[config.mk]
export PLATFORM = sky130hd
export DESIGN_NAME = c2s_cordic_cell
export DESIGN_NICKNAME = d
export VERILOG_FILES = /design/src/rtl/c2s_pkg.sv /design/src/rtl/c2s_cordic_cell.sv
export SDC_FILE = /design/constraint.sdc
export NUM_CORES = 1
export LEC_CHECK = 0
export BUFFER_PORTS_ARGS = -buffer_cell sky130_fd_sc_hd__clkbuf_2
export CORE_MARGIN = 2
export CORE_UTILIZATION = 44
export CTS_CLUSTER_DIAMETER = 120
export DETAILED_ROUTE_END_ITERATION = 8
export PLACE_DENSITY = 0.69
export SYNTH_ARGS = -nofsm -noshare
export SYNTH_HDL_FRONTEND = slang
export SYNTH_SLANG_ARGS = --single-unit
export TNS_END_PERCENT = 50
[constraint.sdc]
create_clock -name clk -period 5.4 [get_ports clk]
set_input_delay 0.54 -clock clk [delete_from_list [all_inputs] [get_ports clk]]
set_output_delay 0.54 -clock clk [all_outputs]
set_load 0.05 [all_outputs]
[src/rtl/c2s_pkg.sv]
`timescale 1ns / 1ps
// ----------------------------------------------------------------------------
// c2s_pkg
// Shared types and constants for the Cartesian to spherical converter: the
// angle mode codes and the CORDIC arctangent table.
// ----------------------------------------------------------------------------
package c2s_pkg;

  // Width of the CORDIC angle accumulator, in units of pi/2^31.
  localparam int ACC_BITS = 34;

  // Width of every result field.
  localparam int OUT_BITS = 16;

  // Number of entries in the arctangent table.
  localparam int ATAN_ENTRIES = 32;

  // How the polar angle is formed for one request.
  typedef enum logic [2:0] {
    PM_ZERO,
    PM_TOP,
    PM_BOTTOM,
    PM_EQUATOR,
    PM_UPPER,
    PM_LOWER
  } polar_mode_t;

  // How the azimuth is formed for one request.
  typedef enum logic [1:0] {
    AM_ZERO,
    AM_POS,
    AM_NEG,
    AM_CORDIC
  } azim_mode_t;

  // atan(2^-i) in units of pi/2^31.
  localparam logic [31:0] ATAN_TAB [ATAN_ENTRIES] = '{
    32'h20000000, 32'h12E4051E, 32'h09FB385B, 32'h051111D4, 32'h028B0D43,
    32'h0145D7E1, 32'h00A2F61E, 32'h00517C55, 32'h0028BE53, 32'h00145F2F,
    32'h000A2F98, 32'h000517CC, 32'h00028BE6, 32'h000145F3, 32'h0000A2F9,
    32'h0000517C, 32'h000028BE, 32'h0000145F, 32'h00000A2F, 32'h00000517,
    32'h0000028B, 32'h00000145, 32'h000000A2, 32'h00000051, 32'h00000028,
    32'h00000014, 32'h0000000A, 32'h00000005, 32'h00000002, 32'h00000001,
    32'h00000000, 32'h00000000
  };

endpackage

[src/rtl/c2s_cordic_cell.sv]
`timescale 1ns / 1ps
// ----------------------------------------------------------------------------
// c2s_cordic_cell
// One vectoring CORDIC iteration for two lanes (polar and azimuth). The
// cell rotates each vector toward the positive first axis and accumulates
// the angle of its stage.
// ----------------------------------------------------------------------------
module c2s_cordic_cell #(
  parameter int STAGE     = 0,
  parameter int VEC_BITS  = 26,
  parameter int SIDE_BITS = 22
) (
  input  logic                                clk,
  input  logic                                rst,
  input  logic                                adv,
  input  logic                                in_valid,
  input  logic [SIDE_BITS-1:0]                in_side,
  input  logic [1:0][VEC_BITS-1:0]            in_a,
  input  logic [1:0][VEC_BITS-1:0]            in_b,
  input  logic [1:0][c2s_pkg::ACC_BITS-1:0]   in_acc,
  output logic                                out_valid,
  output logic [SIDE_BITS-1:0]                out_side,
  output logic [1:0][VEC_BITS-1:0]            out_a,
  output logic [1:0][VEC_BITS-1:0]            out_b,
  output logic [1:0][c2s_pkg::ACC_BITS-1:0]   out_acc
);
  import c2s_pkg::*;

  localparam logic signed [ACC_BITS-1:0] STEP_ANGLE =
    signed'(ACC_BITS'(ATAN_TAB[STAGE]));

  logic [1:0][VEC_BITS-1:0] a_next;
  logic [1:0][VEC_BITS-1:0] b_next;
  logic [1:0][ACC_BITS-1:0] acc_next;

  // Rotate by +/- atan(2^-STAGE), steering b toward zero.
  always_comb begin
    logic signed [VEC_BITS-1:0] a;
    logic signed [VEC_BITS-1:0] b;
    logic signed [ACC_BITS-1:0] acc;
    for (int l = 0; l < 2; l++) begin
      a   = signed'(in_a[l]);
      b   = signed'(in_b[l]);
      acc = signed'(in_acc[l]);
      if (b > 0) begin
        a_next[l]   = a + (b >>> STAGE);
        b_next[l]   = b - (a >>> STAGE);
        acc_next[l] = acc + STEP_ANGLE;
      end else begin
        a_next[l]   = a - (b >>> STAGE);
        b_next[l]   = b + (a >>> STAGE);
        acc_next[l] = acc - STEP_ANGLE;
      end
    end
  end

  // Valid flag of this cell.
  always_ff @(posedge clk) begin
    if (rst) begin
      out_valid <= 1'b0;
    end else if (adv) begin
      out_valid <= in_valid;
    end
  end

  // Rotated vectors and angles handed to the next cell.
  always_ff @(posedge clk) begin
    if (adv) begin
      out_side <= in_side;
      out_a    <= a_next;
      out_b    <= b_next;
      out_acc  <= acc_next;
    end
  end

endmodule

== After elaboration in Yosys (flattened, before gate mapping) ==
Index checks and enable logic that the tools add are counted.

* Multiplexer cells: 6
* $add $sub $neg: 10
* $lt $le $gt $ge: 2

{| class="wikitable"
|+ Operators with widths
! cell !! number
|-
| 26-bit 2-to-1 mux || 4
|-
| 26-bit subtractor || 4
|-
| 34-bit by 31-bit adder with 34-bit output (second input constant) || 2
|-
| 34-bit 2-to-1 mux || 2
|-
| 34-bit by 31-bit subtractor with 34-bit output (second input constant) || 2
|-
| 26-bit adder || 2
|-
| 26-bit by 1-bit > comparator with 1-bit output (second input constant) || 2
|}

* Output and inout bits: 195
* Input port bits: 198
* Register bits after elaboration: 195
* Logic and storage cells: 26

== Logic depth before layout (Yosys ltp) ==
* Depth in word-level cells: 2
* Mapped depth: 12
* Depth with buffers taken out: 11

== Worst setup path after synthesis ==
No wires, ideal clock.

* Path type: input to register
* From: in in_a[0] (netlist bit)
* To: reg out_b[22] (netlist bit), data pin
* Setup slack: 2.406 ns
* Arrival: 2.724 ns
* Stages: 10
* Path through: ha_1 fa_1 nor3b_2 o31ai_2 o311ai_1 a311oi_2 o221ai_2 a41oi_2 a21oi_1 xnor2_1

{| class="wikitable"
|+ RTL lines
! what !! RTL line !! RTL
|-
| start: declaration || c2s_cordic_cell.sv:18 || <nowiki>input logic [1:0][VEC_BITS-1:0] in_a,</nowiki>
|-
| end signal: assignment || c2s_cordic_cell.sv:71 || <nowiki>out_b <= b_next;</nowiki>
|-
| end: declaration || c2s_cordic_cell.sv:24 || <nowiki>output logic [1:0][VEC_BITS-1:0] out_b,</nowiki>
|}

==> key figures <==
STA
  • RSZ-0062 raised after global routing: false
  • Worst-Margin Slew: 0.8861 ns
  • Min Tclk post-route: 3.450 ns
  • Setup_tns: 0 ns
  • Clock Skew: 0 ns
  • Period utilisation layout: 0.6389
  • Max-slew violation count: 0
  • Hold slack: 0.2434 ns
  • FMAX: 289.9 MHz
  • Setup-failing EPs final: 0
  • Slew HR: 0.4093
  • Final hold violations: 0
  • Final WS setup: 1.950 ns

Run status
  • Status: complete, no violations

Worst hold path
  • Worst hold-check path type: in2reg

Clock tree
  • CTS buffer count: 17
  • # hold bufs at CTS: 0
  • Clk slew on worst S/H paths: 0.08 ns
  • Resized Gates After CTS: 0
  • Clk_lat worst skew: 0.45 ns
  • Post CTS Setup Buffer Count: 0
  • TritonCTS clock tree: done
  • CTS max path bufs: 2
  • Root buffer cell: clkbuf_16
  • Clock sink count: 193
  • H-tree levels: 4

Die
  • Io pins: 393
  • Std-Cell Core Area: 32540 um2
  • Die Wd: 185.9 um
  • Die height: 185.9 um
  • Initial core utilization: 0.4477
  • Site Rows: 66
  • DIE AREA: 34570 um2

Logic synthesis
  • Synth area leader: edfxtp_1
  • Synth Area in Compound Gates: 0.2035
  • Asr flop ratio synth: 0
  • Flops & latches, synth: 193
  • Synth top area cells: edfxtp_1, ha_1, a21oi_1
  • Syn Area/Cell: 9.595 um2
  • Post-Synthesis Cells: 1518
  • Main combinational cell family by area after synthesis: compound AO/OA/AOI/OAI gates
  • Area of the mapped netlist: 14570 um2
  • Post-synthesis cell type count: 80
  • Simple-Gate Fraction of Synth Area: 0.1126
  • Sequential area share after synthesis: 0.3972
  • Synth Area in XOR/XNOR: 0.06314
  • Adder-cell share of the synthesized area: 0.1450
  • Post-synthesis mux area share: 0.01856
  • Number of synthesized flops with an enable pin: 192
  • Main synth FF type: edfxtp_1
  • Synth top area share: 0.3958
  • Yosys warns: 0
  • Mapped Nets: 1880

GRT
  • Vias in the first global route: 12605
  • Met1 GRT Util: 0.3557
  • Met3 usage: 0.03522
  • Global-route wire length before repair: 71490 um
  • GRT Overall Usage: 0.2703
  • Global route hottest layer: met2
  • Overflow after GRT: 0
  • Pin count of the biggest net entering global routing: 105
  • GR Util met2: 0.4525
  • Initial antenna violation count: 1

Cells and area
  • Most frequent cells in the layout: clkbuf_2, edfxtp_1, a21oi_1, ha_1, inv_1
  • Commonest non-fill, non-tap cell in the layout: clkbuf_2
  • Final #Nets: 2229
  • Final instance area: 17530 um2
  • Area delta synth->final: 20.36%
  • Fraction of layout instances using a drive strength above 1: 0.2447
  • Final non-filler cell total: 2323
  • Utilization after layout: 0.5388

Placed design
  • Place WS: 1.602 ns
  • # placed instances: 2290
  • DPL Wire Length: 38490 um
  • Dpl cell area: 16880 um2
  • GPL Wtd Cong: 0.9866
  • Port Buffers: 392

Power and ir drop
  • Total power: 5.476 mW
  • Worst vdd ir: 0.2182 mV
  • Pwr per Cell Area: 312.4 nW/um2
  • Leak Pwr: 7.816 nW

Drt
  • Remaining antenna violation count after routing: 0
  • Vias: 13366
  • Drt wl/cell: 20.79 um
  • DRC Markers: 0
  • First DRT Iteration DRCs: 1519
  • Post-Route WL: 48310 um
  • Vias per inst: 5.754
  • First drt pass iteration count: 6

Critical path
  • Crit-path max FO: 36
  • Setup CP Type: in2reg
  • Nature of the critical path endpoint: flop
  • Worst EP arrival: 3.64 ns
  • CP startpoint kind: input pin
  • Worst Path Required: 5.59 ns

Run
  • Number of max-cap violations: 0
==> path summary, 6_finish.rpt <==
kind / startpoint / to / slack, ns / cells past startpoint
min reg2reg: out_valid / out_valid / 0.55 / 2
min: rst / out_valid / 0.24 / 2
max reg2reg: out_valid / out_valid / 4.79 / 2
max: in_b[47] / out_acc[67] / 1.95 / 12
==> synthesized netlist by cell type, types with 5 or more instances <==
cell type	count
o221ai_1	6
o211ai_1	16
fa_1	8
a21oi_1	174
and2_1	10
nor2b_1	17
edfxtp_1	192
mux2i_1	27
o21ai_1	49
inv_2	12
buf_1	6
o31ai_1	20
ha_1	156
or3_1	5
a31oi_1	13
inv_1	142
o21a_1	13
buf_2	17
nand4_1	19
o21ai_0	49
clkbuf_1	42
and3_1	9
nor2_1	104
a211oi_1	17
nand3_1	16
o21bai_1	24
nor4_1	21
a21o_1	25
xor2_1	10
xnor2_1	95
nand2b_1	9
a221oi_1	7
nand2_1	76
nor3_1	29
==> layout make-up <==
cell class | count | area [um2]
Fill cell | 3045 | 15010
Sequential cell | 193 | 5786
Clock inverter | 15 | 226.5
Tap cell | 442 | 553.0
Timing Repair Buffer | 398 | 2041
Inverter | 156 | 585.6
Antenna cell | 1 | 2.502
Clock buffer | 17 | 425.4
Multi-Input combinational cell | 1101 | 7911
==> report_power, final <==
group	switching [mW]	internal (mW)	total (mW)	leakage, nW
registers	0.0661	1.90	1.97	1.89
clock network	0.733	0.661	1.39	0.314
logic	1.55	0.568	2.11	5.61
==> registers in the layout (all words and copies together) (netlist names) <==
register and flops:
out_valid 1, out_a 52, out_side 22, out_acc 68
out_b 50
==> layer usage <==
metal | vias to the layer above | wire, um
li1 | 6193 | -
met1 | 6371 | 19940
met2 | 705 | 23120
met3 | 97 | 3668
met4 | 0 | 1577
met5 | - | 0
==> worst max-delay path, stage by stage <==
cell and delay [ns]:
clkbuf_2 0.12, nor4_1 0.77, nand4_1 0.17, nor2_1 0.17, nor2_2 0.04, buf_4 0.27, inv_2 0.58, ha_1 0.39
a21o_1 0.17, a21oi_1 0.17, xnor2_1 0.15, xnor2_1 0.08
==> kinds of logic (layout without fill, tap and decap cells) <==
group / after synthesis / after routing
compound gates: 468 / 468
xor+xnor: 105 / 105
fa+ha+maj: 164 / 164
buf+inv: 224 / 586
flops: 193 / 193
mux: 27 / 27
other cells: 0 / 1
simple gates: 337 / 337
No activity file was read; power rests on OpenSTA's default activity.
