[config.mk]
export PLATFORM = sky130hd
export DESIGN_NAME = c2s_sqrt_cell
export DESIGN_NICKNAME = d
export VERILOG_FILES = /design/src/rtl/c2s_sqrt_cell.sv
export SDC_FILE = /design/constraint.sdc
export NUM_CORES = 1
export LEC_CHECK = 0
export BUFFER_PORTS_ARGS = -buffer_cell sky130_fd_sc_hd__buf_2
export CORE_AREA = 2 2 192 194
export DETAILED_ROUTE_END_ITERATION = 6
export DIE_AREA = 0 0 194 196
export HOLD_SLACK_MARGIN = 0.1
export PLACE_DENSITY_LB_ADDON = 0.3
export REMOVE_ABC_BUFFERS = 1
export SYNTH_ARGS = -nofsm -noshare
export SYNTH_HDL_FRONTEND = slang
export SYNTH_SLANG_ARGS = --single-unit
[constraint.sdc]
create_clock -name clk -period 6 [get_ports clk]
set_input_delay 1.5 -clock clk [delete_from_list [all_inputs] [get_ports clk]]
set_output_delay 1.5 -clock clk [all_outputs]
set_load 0.01 [all_outputs]
[src/rtl/c2s_sqrt_cell.sv]
`timescale 1ns / 1ps
// ----------------------------------------------------------------------------
// c2s_sqrt_cell
// One digit step of two restoring square roots running side by side. Each
// cell settles one root bit per lane and hands the partial state on.
// ----------------------------------------------------------------------------
module c2s_sqrt_cell #(
  parameter int ROOT_BITS = 24,
  parameter int PAY_BITS  = 48
) (
  input  logic                           clk,
  input  logic                           rst,
  input  logic                           adv,
  input  logic                           in_valid,
  input  logic [PAY_BITS-1:0]            in_pay,
  input  logic [1:0][ROOT_BITS+1:0]      in_rem,
  input  logic [1:0][ROOT_BITS-1:0]      in_root,
  input  logic [1:0][2*ROOT_BITS-1:0]    in_rad,
  output logic                           out_valid,
  output logic [PAY_BITS-1:0]            out_pay,
  output logic [1:0][ROOT_BITS+1:0]      out_rem,
  output logic [1:0][ROOT_BITS-1:0]      out_root,
  output logic [1:0][2*ROOT_BITS-1:0]    out_rad
);

  logic [1:0][ROOT_BITS+1:0]   rem_next;
  logic [1:0][ROOT_BITS-1:0]   root_next;
  logic [1:0][2*ROOT_BITS-1:0] rad_next;

  // Bring down the next two radicand bits and try to subtract 4*root+1.
  always_comb begin
    logic [ROOT_BITS+3:0] wide;
    logic [ROOT_BITS+3:0] trial;
    logic [ROOT_BITS+3:0] diff;
    for (int l = 0; l < 2; l++) begin
      wide  = {in_rem[l], in_rad[l][2*ROOT_BITS-1 -: 2]};
      trial = {2'b00, in_root[l], 2'b01};
      diff  = wide - trial;
      if (wide >= trial) begin
        rem_next[l]  = diff[ROOT_BITS+1:0];
        root_next[l] = {in_root[l][ROOT_BITS-2:0], 1'b1};
      end else begin
        rem_next[l]  = wide[ROOT_BITS+1:0];
        root_next[l] = {in_root[l][ROOT_BITS-2:0], 1'b0};
      end
      rad_next[l] = in_rad[l] << 2;
    end
  end

  // Valid flag of this cell.
  always_ff @(posedge clk) begin
    if (rst) begin
      out_valid <= 1'b0;
    end else if (adv) begin
      out_valid <= in_valid;
    end
  end

  // Partial state handed to the next cell.
  always_ff @(posedge clk) begin
    if (adv) begin
      out_pay  <= in_pay;
      out_rem  <= rem_next;
      out_root <= root_next;
      out_rad  <= rad_next;
    end
  end

endmodule

---- After elaboration in Yosys (flattened, before gate mapping) ----
Index checks and enable logic that the tools add are counted.
operators by class
  add/subtract/negate cells ............... 2
  order comparisons ....................... 2
  multiplexer cells ....................... 4
operator list
  operator          number
  $ge A28 B26 Y1    2
  $mux W26          2
  $sub A26 B26 Y26  2
  $mux W1           2
storage, ports and cells
  register bits after elaboration ......... 241
  input bits .............................. 248
  output and inout bits ................... 245
  logic and storage cells ................. 16

---- Logic depth before layout (Yosys ltp) ----
Gate-level depths: netlist (run 1).
  word-level depth ........................ 2
  depth in mapped cells ................... 12

---- Least setup slack after synthesis (run 1) ----
No wires, ideal clock.
  path type ............................... input port to flip-flop
  start ................................... in in_root[3] (netlist bit)
  end ..................................... reg out_rem[18] (netlist bit) (data pin)
  library setup time ...................... 0.260 ns
  data arrival time ....................... 3.814 ns
  slack ................................... 1.926 ns
  stages .................................. 11
  path buffers ............................ 1
  cells stage by stage .................... inv_1 ha_1 a21o_1 or3_1 o21ai_1 o21ai_1 a211oi_2 a21oi_1 nor2_4 buf_2 mux2_2
RTL lines
  item                    RTL line  source
  start: declaration      17        input logic [1:0][ROOT_BITS-1:0] in_root,
  end signal: assignment  63        out_rem <= rem_next;
  end: declaration        21        output logic [1:0][ROOT_BITS+1:0] out_rem,

==> results of run 1 <==
==> power by group through the flow <==
stage	sequential (mW)	clock, mW	combinational, mW
2_1_floorplan	2.22	0	0.316
3_3_place_gp	2.12	0	0.791
3_5_place_dp	2.13	0	0.798
4_1_cts	2.10	1.76	0.802
5_1_grt	2.11	1.82	0.869
6_report	2.09	1.70	0.794
==> area by class of cell <==
class / count / area share
Tap cell: 468 / 0.0400
Clock inverter: 21 / 0.0145
Clock buffer: 31 / 0.0487
Timing Repair Buffer: 490 / 0.170
Sequential cell: 241 / 0.494
Inverter: 64 / 0.0164
Antenna cell: 4 / 0.000684
Multi-Input combinational cell: 444 / 0.216
==> cell usage after synthesis (3+ instances only) <==
library cell and instances:
a211oi_1 5, a21boi_0 3, a21o_1 18, a21oi_1 44, a31oi_1 6, and2_1 4
and3_1 5, buf_4 4, clkbuf_1 10, edfxtp_1 240, ha_1 52, inv_1 64
mux2_2 22, mux2i_1 3, nand2_1 56, nand2b_1 8, nand3_1 5, nand4_1 11
nor2_1 24, nor2b_1 10, nor3_1 9, o211ai_1 3, o21a_1 5, o21ai_0 44
o21bai_1 6, o31ai_1 9, or2_2 3, or3_1 5, xnor2_1 27, xor2_1 15
==> registers in the layout, indices dropped and copies added, names as in the netlist <==
signal and count:
out_pay 48, out_rad 92, out_rem 52, out_root 48
out_valid 1
==> metal layers <==
layer  routed length (µm)  part of all wire  up-vias
met1                13200              0.42     3828
met5                   38            0.0012        -
met4                  784             0.025        6
met2                15300              0.49      312
li1                     -                 -     3882
met3                 2290             0.072       52
==> metrics by stage <==
| stage | hold slack [ns] | instance area (µm²) | total power [mW] |
|---|---|---|---|
| after floorplan | 0.528 | 10600 | 2.54 |
| after global placement | 0.471 | 13700 | 2.92 |
| after detailed placement | 0.508 | 13700 | 2.93 |
| after CTS | 0.519 | 14600 | 4.66 |
| after global routing | 0.538 | 14600 | 4.80 |
| final | 0.508 | 14600 | 4.59 |
==> kinds of logic (layout without fill, tap and decap cells) <==
family          after synthesis  in the layout  synth area share
flops                       241            241             0.676
mux                          26             26            0.0270
xor+xnor                     42             42            0.0344
other cells                   1              8          0.000351
buf+inv                      80            606            0.0297
compound gates              171            171             0.104
fa+ha+maj                    52             52            0.0609
simple gates                149            149            0.0680
==> worst reg2reg max path: cells and delay by family, from the launching register on <==
kind / cells / cell delay (ns)
multiplexers: 1 / 0.12
AND/OR/NAND/NOR: 1 / 0.05
flip-flops: 1 / 0.31
==> how the worst max path moves through the flow <==
stage / startpoint / endpoint / depth (start not counted)
finish: in_root[3] / out_rem[4]$_DFFE_PP_ / 11
global route: in_root[3] / out_rem[7]$_DFFE_PP_ / 11
CTS: in_root[3] / out_rem[4]$_DFFE_PP_ / 11
detailed placement: in_root[3] / out_rem[4]$_DFFE_PP_ / 11
global placement: in_root[3] / out_rem[4]$_DFFE_PP_ / 11
floorplan: in_root[3] / out_rem[10]$_DFFE_PP_ / 10
==> impl_metrics.tcl, run 1 <==
set metrics [dict create \
    start_kind "input pin" \
    p_leak_nw 6.40 \
    synthTopCellsByArea "edfxtp_1, ha_1, mux2_2, inv_1, xnor2_1" \
    num_io_pins 493 \
    antenna_found_initial 8 \
    ff_latch_area_mm2 0.00723 \
    drt_iter0_drc 412 \
    postCtsHoldBufs 0 \
    die_w_um 194 \
    final_cell_mix "buf_2, edfxtp_1, inv_1, nand2_1, ha_1" \
    syn_area_per_cell_um2 14.0 \
    synth_edf_count 240 \
    path_cells "buf_2, inv_1, ha_1, a21o_1, or3_1, o21ai_1, o21ai_1, a211oi_2, a21oi_1, nor2_4, mux2_2" \
    core_area_mm2 0.0361 \
    min-delay-start "out_valid$_SDFFE_PP0P_" \
    grtUsageMet3 0.0397 \
    async_flop_share 0 \
    die_area_mm2 0.0380 \
    criticalPathCategory "input pin to register" \
    critPathBufInv 2 \
    initial_core_util 0.296 \
    via_per_inst 4.58 \
    hold_viol 0 \
    grt_use_met1 0.196 \
    dr.pass1.iters 4 \
    finalWorstSetupSlack_ns 1.69 \
    rr_startpoint "out_valid$_SDFFE_PP0P_" \
    cts_resized 0 \
    syn_area_mm2 0.0107 \
    finalNonFillerCells 1763 \
    status "completed" \
    end_kind "register" \
    num-nets-final 1569 \
    hold_path.class "register to register" \
    pwr-share-comb 0.173 \
    routabilityCongestion 0.797 \
    cp_max_fo 26 \
    tns_ns 0 \
    area_growth_pct 36.8 \
    p_int_mw 3.38 \
    gr-total-overflow 0 \
    rsz0062_at_grt "false" \
    min_period_ns 4.31 \
    cp_top_family "compound AO/OA/AOI/OAI gates" \
    grt_pass1_wl_mm 46.7 \
    maxCapViolCount 0 \
    synth_seq_cells 241 \
    synth_cells 762 \
    cts_tree "yes" \
    ys_types 59 \
    slew_viol_final 0 \
    cpPeakStageDelay_ns 0.67 \
    cts_buffer_depth 3 \
    required_ns 6.29 \
    numCtsBuffers 28 \
    portBuffers 488 \
    pwr-share-seq 0.456 \
    post_cts_buffers 0 \
    vias 8080 \
    fillers 3479 \
    cp_common_cell "o21ai_1" \
    period_share 0.718 \
    p_per_area_mw_per_mm2 314 \
    clkTransAtPathRegs_ns 0.06 \
    final_util 0.405 \
    grt_pass1_vias 7999 \
    clock.fmax_ghz 0.232 \
    grt_use_total 0.156 \
    synth_top_area_share 0.674 \
    ys_warn_count 0 \
    place_ws_ns 1.14 \
    grt_busiest_layer "met2" \
    holdPathStages 2 \
    drt-wirelength-per-cell_um 17.9 \
    finalSetupViolations 0 \
    yosysTopAreaCell "edfxtp_1" \
    hpwlAfterDp_mm 24.5 \
    die_y_um 196 \
    clock-root-buffer "clkbuf_16" \
    wl_mm 31.6 \
    detail-route-antenna-nets 0 \
    tightest_slew_ns 0.964 \
    hold_path_end "out_valid$_SDFFE_PP0P_" \
    dp.cells 1707 \
    drive_above_1_share 0.438 \
    clk_latency_ns 0.54 \
    cp_slowest_cell "nor2_4" \
    timing.rr.end "out_valid$_SDFFE_PP0P_" \
    multi_input_area_mm2 0.00316 \
    slew_headroom 0.357 \
    h-tree-depth 1 \
    numClockSinks 241 \
    p_clk_frac 0.371 \
    placementRows 70 \
    ir_worst_vdd_uv 250 \
    power.switching_mw 1.21 \
    ys_seq_area_frac 0.676 \
    skew_ns 0 \
    drc 0 \
    final_common_cell "buf_2" \
    arrival_ns 4.60 \
    met2_usage 0.264 \
    rrSetupSlack_ns 5.42 \
    grt_max_degree 116 \
    worstRegToRegCells 2 \
    ys.flop_type "edfxtp_1" \
    power.share.switching 0.263 \
]
(Power assumes the default switching activity.)
==> inputs of run 2 (changes only) <==
==> constraint.sdc (replaced) <==
create_clock -name clk -period 3.5 [get_ports clk]
set_input_delay 0.875 -clock clk [delete_from_list [all_inputs] [get_ports clk]]
set_output_delay 0.875 -clock clk [all_outputs]
set_load 0.01 [all_outputs]
==> impl_metrics.tcl, run 2 (same netlist as run 1, synthesis figures left out) <==
set metrics [dict create \
    cp_max_fo 3 \
    top_register "out_rad" \
    num-nets-final 1628 \
    hold_path.class "input pin to register" \
    clock-root-buffer "clkbuf_16" \
    maxCapViolCount 0 \
    hold-worst-slack_ns 0.484 \
    holdPathStages 2 \
    num_io_pins 493 \
    clock.fmax_ghz 0.316 \
    required_ns 3.78 \
    dr.pass1.iters 5 \
    numClockSinks 241 \
    rrSetupSlack_ns 2.92 \
    cp_common_cell "or2_1" \
    tightest_slew_ns 0.660 \
    grt_pass1_vias 8194 \
    critPathBufInv 1 \
    hold_viol 0 \
    vias 8263 \
    cp.depth 10 \
    via_per_inst 4.54 \
    die_w_um 194 \
    cts_resized 0 \
    p_leak_nw 6.72 \
    grt_pass1_wl_mm 47.5 \
    grt_max_degree 77 \
    cts_tree "yes" \
    largest_reg_flops 92 \
    slew_headroom 0.560 \
    ir_worst_vdd_uv 352 \
    core_area_mm2 0.0361 \
    post_cts_buffers 0 \
    drive_above_1_share 0.463 \
    die_area_mm2 0.0380 \
    min-delay-start "rst" \
    hold_path_end "out_valid$_SDFFE_PP0P_" \
    end_kind "register" \
    clk_latency_ns 0.54 \
    rsz0062_at_grt "false" \
    drt-wirelength-per-cell_um 17.5 \
    finalWorstSetupSlack_ns 0.339 \
    routabilityCongestion 0.813 \
    p_per_area_mw_per_mm2 526 \
    numCtsBuffers 27 \
    antenna_found_initial 8 \
    criticalPathCategory "input pin to register" \
    drc 0 \
    skew_ns 0 \
    path_cells "buf_2, ha_1, or2_1, o311a_1, a221o_1, a2111oi_4, or2_1, o21ai_0, xnor2_1, mux2_1" \
    die_y_um 196 \
    start_kind "input pin" \
    reg.largest.list "out_rad x92, out_rem x52" \
    area_growth_pct 41.2 \
    timing.rr.end "out_valid$_SDFFE_PP0P_" \
    slew_viol_final 0 \
    cp_slowest_cell "a2111oi_4" \
    grt_use_total 0.160 \
    min_period_ns 3.16 \
    final_cell_mix "buf_2, edfxtp_1, inv_1, buf_4, nand2_1" \
    cts_buffer_depth 3 \
    gr-total-overflow 0 \
    h-tree-depth 1 \
    status "completed" \
    period_share 0.903 \
    place_ws_ns -0.140 \
    hpwlAfterDp_mm 25.3 \
    cp_top_family "compound AO/OA/AOI/OAI gates" \
    wl_mm 31.9 \
    postCtsHoldBufs 0 \
    clkTransAtPathRegs_ns 0.06 \
    final_common_cell "buf_2" \
    detail-route-antenna-nets 0 \
    arrival_ns 3.44 \
    placementRows 70 \
    worstRegToRegCells 2 \
    drt_iter0_drc 404 \
    cpPeakStageDelay_ns 0.45 \
    rr_startpoint "out_valid$_SDFFE_PP0P_" \
    finalSetupViolations 0 \
    final_util 0.418 \
    initial_core_util 0.296 \
    portBuffers 488 \
    tns_ns 0 \
]
## run 2: layout make-up
class,instances,area [µm²]
Multi-Input combinational cell,444,3160
Timing Repair Buffer,550,2970
Fill cell,3458,21000
Antenna cell,4,10.0
Clock buffer,30,687
Inverter,64,240
Clock inverter,20,221
Sequential cell,241,7230
Tap cell,468,586
## run 2: worst max-delay path by stage
stage	start	endpoint
final	in_rem[1]	out_rem[17]$_DFFE_PP_
after global routing	in_root[3]	out_rem[22]$_DFFE_PP_
after CTS	in_rem[1]	out_rem[17]$_DFFE_PP_
after detailed placement	in_rem[1]	out_rem[17]$_DFFE_PP_
after global placement	in_rem[1]	out_rem[17]$_DFFE_PP_
after floorplan	in_root[3]	out_rem[10]$_DFFE_PP_
## run 2: power breakdown
group          internal, mW  switching, mW
Sequential             3.52         0.0705
Combinational         0.650          0.802
Clock                  1.72           1.17
Total                  5.89           2.05
## run 2: metal layers
metal	wire [µm]	track usage	share of wire
met1	13200	0.201	0.42
met3	2440	0.0425	0.077
met5	58	0	0.0018
met4	854	0.0522	0.027
met2	15300	0.268	0.48
## run 2: stage by stage
stage          power [mW]  instance area [µm²]  std cells
4_1_cts              8.05                15100       1817
3_5_place_dp         5.11                14200       1767
6_report             7.93                15100       1821
3_3_place_gp         5.09                14200       1767
5_1_grt              8.29                15100       1817
2_1_floorplan        4.35                10600        749
==> inputs of run 3 (changes only) <==
--- a/config.mk
+++ b/config.mk
@@ -5,10 +5,12 @@
 export SDC_FILE = /design/constraint.sdc
 export NUM_CORES = 1
 export LEC_CHECK = 0
+export ABC_AREA = 1
 export BUFFER_PORTS_ARGS = -buffer_cell sky130_fd_sc_hd__buf_2
-export CORE_AREA = 2 2 192 194
+export CORE_AREA = 2 2 193 195
+export CTS_BUF_LIST = sky130_fd_sc_hd__clkbuf_4
 export DETAILED_ROUTE_END_ITERATION = 6
-export DIE_AREA = 0 0 194 196
+export DIE_AREA = 0 0 195 197
 export HOLD_SLACK_MARGIN = 0.1
 export PLACE_DENSITY_LB_ADDON = 0.3
 export REMOVE_ABC_BUFFERS = 1
==> impl_metrics.tcl, run 3 <==
set metrics [dict create \
    vias 10400 \
    cp_slowest_cell "edfxtp_1" \
    final_cell_mix "buf_2, nand2_1, inv_1, edfxtp_1, clkbuf_4" \
    synthTopCellsByArea "edfxtp_1, nand2_1, inv_1, ha_1, nand4_1" \
    dp.cells 2200 \
    slew_viol_final 0 \
    largest_reg_flops 92 \
    final_util 0.443 \
    die_y_um 197 \
    synth_top_family_by_area "simple AND/OR/NAND/NOR gates" \
    num-nets-final 2102 \
    top_register "out_rad" \
    cts_tree "yes" \
    min_period_ns 2.27 \
    cts_resized 0 \
    end_kind "primary output" \
    synth_xor_area_frac 0.0189 \
    detail-route-antenna-nets 0 \
    core_area_mm2 0.0363 \
    final_common_cell "buf_2" \
    grt_pass1_vias 10200 \
    grt_max_degree 88 \
    ys.flop_type "edfxtp_1" \
    p_per_area_mw_per_mm2 487 \
    hpwlAfterDp_mm 31.2 \
    antenna_found_initial 7 \
    via_per_inst 4.47 \
    hold_path.class "input pin to register" \
    placementRows 70 \
    rsz0062_at_grt "false" \
    finalNonFillerCells 2317 \
    pwr-share-comb 0.187 \
    power.share.switching 0.284 \
    clk_latency_ns 0.71 \
    drt-wirelength-per-cell_um 17.0 \
    finalSetupViolations 0 \
    tns_ns 0 \
    drt_iter0_drc 547 \
    skew_ns 0 \
    p_clk_frac 0.354 \
    drc 0 \
    cp_top_family "flip-flops" \
    tightest_slew_ns 0.781 \
    path_cells "buf_2" \
    ys_warn_count 0 \
    h-tree-depth 3 \
    ir_worst_vdd_uv 254 \
    cp_max_fo 1 \
    p_int_mw 5.60 \
    syn_area_per_cell_um2 9.69 \
    synth_common_cells "nand2_1, inv_1, edfxtp_1, nor2_1, ha_1" \
    start_kind "register" \
    clkTransAtPathRegs_ns 0.09 \
    ys_types 34 \
    post_cts_buffers 0 \
    p_leak_nw 8.25 \
    drive_above_1_share 0.343 \
    synth_fa_ha_area_frac 0.0539 \
    required_ns 2.62 \
    critPathBufInv 1 \
    yosys.area_share.simple 0.209 \
    cpPeakStageDelay_ns 0.46 \
    power.switching_mw 2.22 \
    synth_edf_count 240 \
    portBuffers 488 \
    synth_top_area_share 0.597 \
    initial_core_util 0.333 \
    cts_buffer_depth 3 \
    synth_seq_cells 241 \
    hold-worst-slack_ns 0.314 \
    synth_cells 1246 \
    clock.fmax_ghz 0.441 \
    clock-root-buffer "clkbuf_4" \
    num_io_pins 493 \
    arrival_ns 1.39 \
    dr.pass1.iters 5 \
    gr-total-overflow 0 \
    numCtsBuffers 68 \
    die_w_um 195 \
    hold_viol 0 \
    synth.mux.area_fraction 0.000829 \
    yosysTopAreaCell "edfxtp_1" \
    pwr-share-seq 0.459 \
    grt_pass1_wl_mm 57.7 \
    area_growth_pct 33.1 \
    wl_mm 39.3 \
    synth_compound_area_frac 0.0294 \
    reg.largest.list "out_rad x92, out_rem x52" \
    criticalPathCategory "register to primary output" \
    ys_seq_area_frac 0.598 \
    status "completed" \
    slew_headroom 0.479 \
    total_power_mw 7.82 \
    synth_most_common_cell "nand2_1" \
    numClockSinks 241 \
    maxCapViolCount 0 \
    syn_area_mm2 0.0121 \
    async_flop_share 0 \
    postCtsHoldBufs 0 \
    period_share 0.647 \
    grt_use_total 0.200 \
    routabilityCongestion 0.980 \
    die_area_mm2 0.0384 \
]
==> run 3: cell count changes in the layout (fill, tap and decap cells not counted), sizes merged, moves of 25 or more <==
cell    change
nand2     +356
inv       +185
clkbuf     +65
nand3      +55
buf        -47
nor2       +36
nand4      +29
xnor2      -25
==> run 3: routing by layer <==
layer	track usage	part of all wire	vias up
met4	0.0837	0.028	8
li1	-	-	5184
met3	0.0619	0.077	75
met1	0.222	0.39	4673
met2	0.354	0.50	415
met5	0	0.0013	-
==> run 3: worst paths after layout <==
| check | startpoint | endpoint | slack, ns | depth (start not counted) |
|---|---|---|---|---|
| worst max-delay path | out_root[19]$_DFFE_PP_ | out_root[19] | 1.23 | 1 |
| worst min-delay path | in_root[13] | out_root[14]$_DFFE_PP_ | 0.31 | 1 |
| worst max register to register | out_valid$_SDFFE_PP0P_ | out_valid$_SDFFE_PP0P_ | 2.92 | 2 |
| worst min register to register | out_valid$_SDFFE_PP0P_ | out_valid$_SDFFE_PP0P_ | 0.49 | 2 |
==> run 3: per-stage QoR <==
step	cell area [µm²]	worst slack, ns
after floorplan	12000	0.433
after global placement	15200	0.635
after detailed placement	15200	0.643
after CTS	16100	1.14
after global routing	16100	1.16
final	16100	1.23
==> run 3: kinds of logic after synthesis <==
group           count (synthesis)
other cells                     1
buf+inv                       272
fa+ha+maj                      52
xor+xnor                       26
mux                             1
simple gates                  589
flops                         241
compound gates                 64
==> run 3: worst reg2reg max path, cell delays in order, from the launching register on <==
cell     delay (ns)
dfxtp_1        0.30
mux2i_1        0.11
nor2_1         0.05
==> run 3: final cells by class <==
cell class                      instances  area, µm²
Fill cell                            3637      20200
Sequential cell                       241       7230
Multi-Input combinational cell        736       3780
Timing Repair Buffer                  503       2620
Inverter                              252        946
Clock buffer                           95        713
Tap cell                              468        586
Clock inverter                         18        189
Antenna cell                            4       10.0
==> run 3: power by group through the flow <==
stage          logic, mW  clock network (mW)  registers (mW)
6_report            1.46                2.77            3.59
5_1_grt             1.62                3.01            3.61
4_1_cts             1.48                2.88            3.59
3_5_place_dp        1.47                   0            3.65
3_3_place_gp        1.46                   0            3.64
2_1_floorplan      0.597                   0            3.79
